$ cat config.mk
export PLATFORM = sky130hd
export DESIGN_NAME = smx4_merge
export DESIGN_NICKNAME = d
export VERILOG_FILES = /design/src/smx4_pkg.sv /design/src/smx4_merge.sv
export SDC_FILE = /design/constraint.sdc
export NUM_CORES = 1
export LEC_CHECK = 0
export ABC_AREA = 1
export BUFFER_PORTS_ARGS = -buffer_cell sky130_fd_sc_hd__buf_2
export CAP_MARGIN = 20
export CORE_ASPECT_RATIO = 1.1
export CORE_UTILIZATION = 60
export DETAILED_ROUTE_END_ITERATION = 7
export MAX_ROUTING_LAYER = met4
export PLACE_DENSITY_LB_ADDON = 0.12
export SLEW_MARGIN = 15
export SYNTH_ARGS = -nofsm -noshare
export SYNTH_HDL_FRONTEND = slang
export SYNTH_SLANG_ARGS = --single-unit
$ cat constraint.sdc
create_clock -name clk -period 6.1 [get_ports clk]
set_input_delay 0.915 -clock clk [delete_from_list [all_inputs] [get_ports clk]]
set_output_delay 0.915 -clock clk [all_outputs]
set_load 0.05 [all_outputs]
$ cat src/smx4_pkg.sv
package smx4_pkg;

	localparam int SAMPLE_BITS_DEF = 16;
	localparam int LANES           = 4;
	localparam int LATENCY         = 6;

	localparam int MASTER_W = 15;
	localparam int VOL_W    = 16;
	localparam int PAN_W    = 16;
	localparam int FACT_W   = 16;
	localparam int MF_W     = MASTER_W + FACT_W;
	localparam int RAW_W    = MF_W + VOL_W;
	localparam int GAIN_W   = 32;
	localparam int GAIN_SHIFT = 14;
	localparam int ACC_SHIFT  = 28;
	localparam int UNITY_Q14  = 16384;

	localparam int CFG_IDX_W  = 3;
	localparam int CFG_DATA_W = 64;

	typedef enum logic [CFG_IDX_W-1:0] {
		CFG_MASTER = 3'd0,
		CFG_VOLUMES = 3'd1,
		CFG_PANS = 3'd2,
		CFG_MUTE = 3'd3,
		CFG_SOLO = 3'd4
	} cfg_idx_t;

	typedef struct packed {
		logic [MASTER_W-1:0] master;
		logic [VOL_W-1:0]    vol;
		logic [PAN_W-1:0]    pan;
		logic                silent;
	} lane_cfg_t;

endpackage

$ cat src/smx4_merge.sv
module smx4_merge #(
	parameter int SAMPLE_BITS = smx4_pkg::SAMPLE_BITS_DEF
) (
	input  logic                                          clk,
	input  logic signed [smx4_pkg::GAIN_W+SAMPLE_BITS:0]  prod [smx4_pkg::LANES],
	output logic signed [SAMPLE_BITS-1:0]                 mix
);
	import smx4_pkg::*;

	localparam int PW = GAIN_W + SAMPLE_BITS + 1;
	localparam int AW = PW + $clog2(LANES);
	localparam logic signed [AW-1:0] ROUND_HALF = AW'(1) <<< (ACC_SHIFT - 1);
	localparam logic signed [AW-1:0] SAT_HI = (AW'(1) <<< (SAMPLE_BITS - 1)) - AW'(1);
	localparam logic signed [AW-1:0] SAT_LO = -(AW'(1) <<< (SAMPLE_BITS - 1));

	logic signed [AW-1:0]          sum;
	logic signed [AW-1:0]          sum_s5;
	logic signed [AW-1:0]          rnd;
	logic signed [SAMPLE_BITS-1:0] mix_s6;

	always_comb begin
		sum = '0;
		for (int k = 0; k < LANES; k++) begin
			sum = sum + AW'(prod[k]);
		end
		rnd = (sum_s5 + ROUND_HALF) >>> ACC_SHIFT;
	end

	always_ff @(posedge clk) begin
		sum_s5 <= sum;
		priority if (rnd > SAT_HI) begin
			mix_s6 <= SAT_HI[SAMPLE_BITS-1:0];
		end else if (rnd < SAT_LO) begin
			mix_s6 <= SAT_LO[SAMPLE_BITS-1:0];
		end else begin
			mix_s6 <= rnd[SAMPLE_BITS-1:0];
		end
	end

	assign mix = mix_s6;

endmodule

==> impl_metrics.toml <==
[status]
run_status = "finished, violations left"
failing_checks = "design-rule violations"

[clocking]
tritoncts = "done"
postCtsResizedCells = 0
cts-buffers-inserted = 5
clockRootBuffer = "clkbuf_16"
clock_tree.htree_level_count = 2
insertion_delay_ps = 280
post-cts-setup-buffers = 0
max-clock-path-buffers = 2
clkTransAtPathRegs_ps = 60
cts.hold.buffers_added = 0
clock-sinks = 40

[critical_path]
crit_path_cell_trace = "buf_2 -> inv_1 -> fa_1 -> fa_1 -> inv_1 -> ha_1 -> nand2_1 -> o21ai_0 -> a21oi_1 -> o21ai_0 -> inv_1 -> nand2_1 -> xor2_1"
worst_path_dominant_cell_family = "adder cells"
crit_path_start_kind = "input port"
buffering_stage_count_on_the_worst_path_with_inverters_included = 4
critPathMostFrequentCell = "inv_1"
rrSetupSlack_ps = 4010
cp.arrival_ps = 3820
regToRegEndpoint = "mix[12]"
critPathSlowestCell = "fa_1"
worst_path_largest_cell_delay_ps = 530
ff2ff_path_depth = 10
critical_path.max_fanout = 4
critPathCaptureType = "flip-flop"
cp.required_ps = 6270
critical_path.reg2reg.startpoint = "sum_s5[27]"
timing.setup.critical_path_class = "in -> reg"

[power]
share_comb_of_total_power_pct = 73.8
worst_ir_drop_vdd_mv = 0.125
power_mw = 2.98
seq_power_share_pct = 17.7
pwr_density_cell_mw_per_mm2 = 320
internal_mw = 1.29
netSwitchingFraction_pct = 56.6
p_leak_nw = 5.64
power.share.clock_pct = 8.5
power.net_switching_mw = 1.69

[route]
detailroute.via_count = 8392
post-route-drc-count = 11
firstDrtPassIters = 8
drt-vias-per-instance = 5.16
wl_per_cell_um = 13.6
detail_route.iter0.violations = 512
drt.antenna.violating_nets = 0
route.final.wire_length_um = 22100

[floorplanning]
rows = 43
die_area_sq_mm = 0.0137
coreArea_sq_mm = 0.0128
floorplan.initialDensity_pct = 62.4
dieWidth_um = 112
floorplan.io_pins = 213
vertical_extent_of_the_die_um = 123

[grt]
grt_usage_pct = 34.7
grt_first_pass_wirelength_um = 36600
grtUsageMet2_pct = 64.7
antenna_found_initial = 0
grt-ovfl-total = 0
via_count_of_the_first_global_routing_pass = 8412
grtUsageMet1_pct = 38.4
pin_count_of_the_biggest_net_entering_global_routing = 16
busiest_layer = "met2"
use_met3_pct = 3.16

[hold_path]
worstHoldStart = "sum_s5[50]"
timing.hold.worst.class = "reg -> reg"
timing.hold.worst_endpoint = "mix[15]"
hold_path_depth = 2

[synthesis]
synth_area_sq_mm = 0.00796
cell_count_after_synthesis = 1251
synthesis.nets = 1595
synthDominantCellAreaShare_pct = 24.6
synth_seq_cells = 40
synth.yosys.seq_area_share_pct = 10.1
ys_types = 34
yosys_warnings = 0
avgSynthCellArea_sq_um = 6.36
synthTopCellsByArea = "fa_1, inv_1, nand2_1, dfxtp_1, ha_1"
synth.largest_area_cell = "fa_1"

[final_layout]
mostFrequentLayoutCells = "inv_1, nand2_1, buf_2"
drive_gt1_share_pct = 16.7
final_nets = 1812
seqCellArea_sq_um = 801
n_fill_cell = 1075
multi_input_comb_area_sq_mm = 0.00568
fin_util_pct = 73.2
final_common_cell = "inv_1"
antennaDiodeCount = 0
syn_to_final_growth_pct = 17.2

[timing]
drv_slew = 0
max-slew-margin-rel_pct = 63.8
fin_hold_ws_ps = 523
final.setup_skew_ps = 7.06
postLayoutSetupSlackWorst_ps = 2450
fin_tns_setup_ps = 0
final-hold-violation-count = 0
rsz0062_at_grt = "no"
layout_min_cycle_time_ps = 3650
worst_slew_pin_slew_ps = 539
setup_violations = 0
post_route_clock_period_utilization_pct = 59.8
clock.fmax_ghz = 0.274

[place]
dp_hpwl_um = 20100
pre_cts_ws_ps = 2260
routabilityCongestion = 0.956
port_buffers = 212

[flow_run]
max-cap-violations = 0
[registers in the layout (all words and copies together) (netlist names)]
name and cells:
sum_s5 24, mix 16
[per-stage QoR]
step	cell area [sq um]	cells
finish	9330	1626
global route	9330	1626
CTS	9330	1626
detailed placement	9190	1618
global placement	9190	1618
floorplan	7960	1251
[kinds of logic after synthesis]
| kind of cell | after synthesis | share of synthesized area, % |
|---|---|---|
| xor gates and xnor gates | 19 | 2.09 |
| DFF | 40 | 10.1 |
| and+or+nand+nor | 524 | 27.7 |
| adders and majority gates | 147 | 32.3 |
| buffers and inverters | 387 | 18.5 |
| AOI/OAI and AO/OA | 134 | 9.29 |
[cells in the mapped netlist (all sizes together)]
master,count
o21ai,38
o22ai,1
o21bai,12
a21boi,3
o211ai,2
dfxtp,40
nor2,126
and2,1
a31o,1
inv,385
buf,2
a21oi,68
xnor2,5
ha,49
nand2,315
nand3b,4
xor2,14
nor4,3
or2,1
a21o,6
nand3,40
a31oi,1
nand4,27
fa,98
nor3,7
o21a,2
[worst max path at each step]
stage / from / to / slack (ps) / cells after the start
after floorplan: prod[19] / sum_s5[47] / 2840 / 14
after global placement: prod[13] / sum_s5[27] / 2240 / 13
after detailed placement: prod[36] / sum_s5[49] / 2260 / 13
after CTS: prod[13] / sum_s5[27] / 2540 / 13
after global routing: prod[36] / sum_s5[49] / 2320 / 13
final: prod[13] / sum_s5[27] / 2450 / 13
[cell type report]
class / instances / area share (%)
Clock buffer: 5 / 1.34
Clock inverter: 3 / 0.201
Inverter: 385 / 15.5
Multi-Input combinational cell: 824 / 60.9
Sequential cell: 40 / 8.58
Tap cell: 157 / 2.11
Timing Repair Buffer: 212 / 11.4
[power groups by stage]
| stage | registers (mW) | clock network, mW | logic, mW |
|---|---|---|---|
| after global placement | 0.528 | 0 | 2.11 |
| after CTS | 0.523 | 0.256 | 2.17 |
| final | 0.527 | 0.255 | 2.20 |
| after detailed placement | 0.528 | 0 | 2.16 |
| after global routing | 0.539 | 0.268 | 2.46 |
| after floorplan | 0.667 | 0 | 1.43 |
[worst reg2reg max path, stage by stage (launching register included)]
cell and delay, ps:
dfxtp_1 490, ha_1 300, nand3_2 180, nor3_2 270
nand3_1 150, nand2_1 90, nand3_1 60, nor2_1 80
nand3_1 110, nand2_4 170, nand2_1 80
[layer usage]
metal	up-vias	share of wire, %
met5	-	0
met4	0	3.4
met3	65	7.3
met2	392	51
met1	3810	38
li1	4125	-
(Power assumes the default switching activity.)
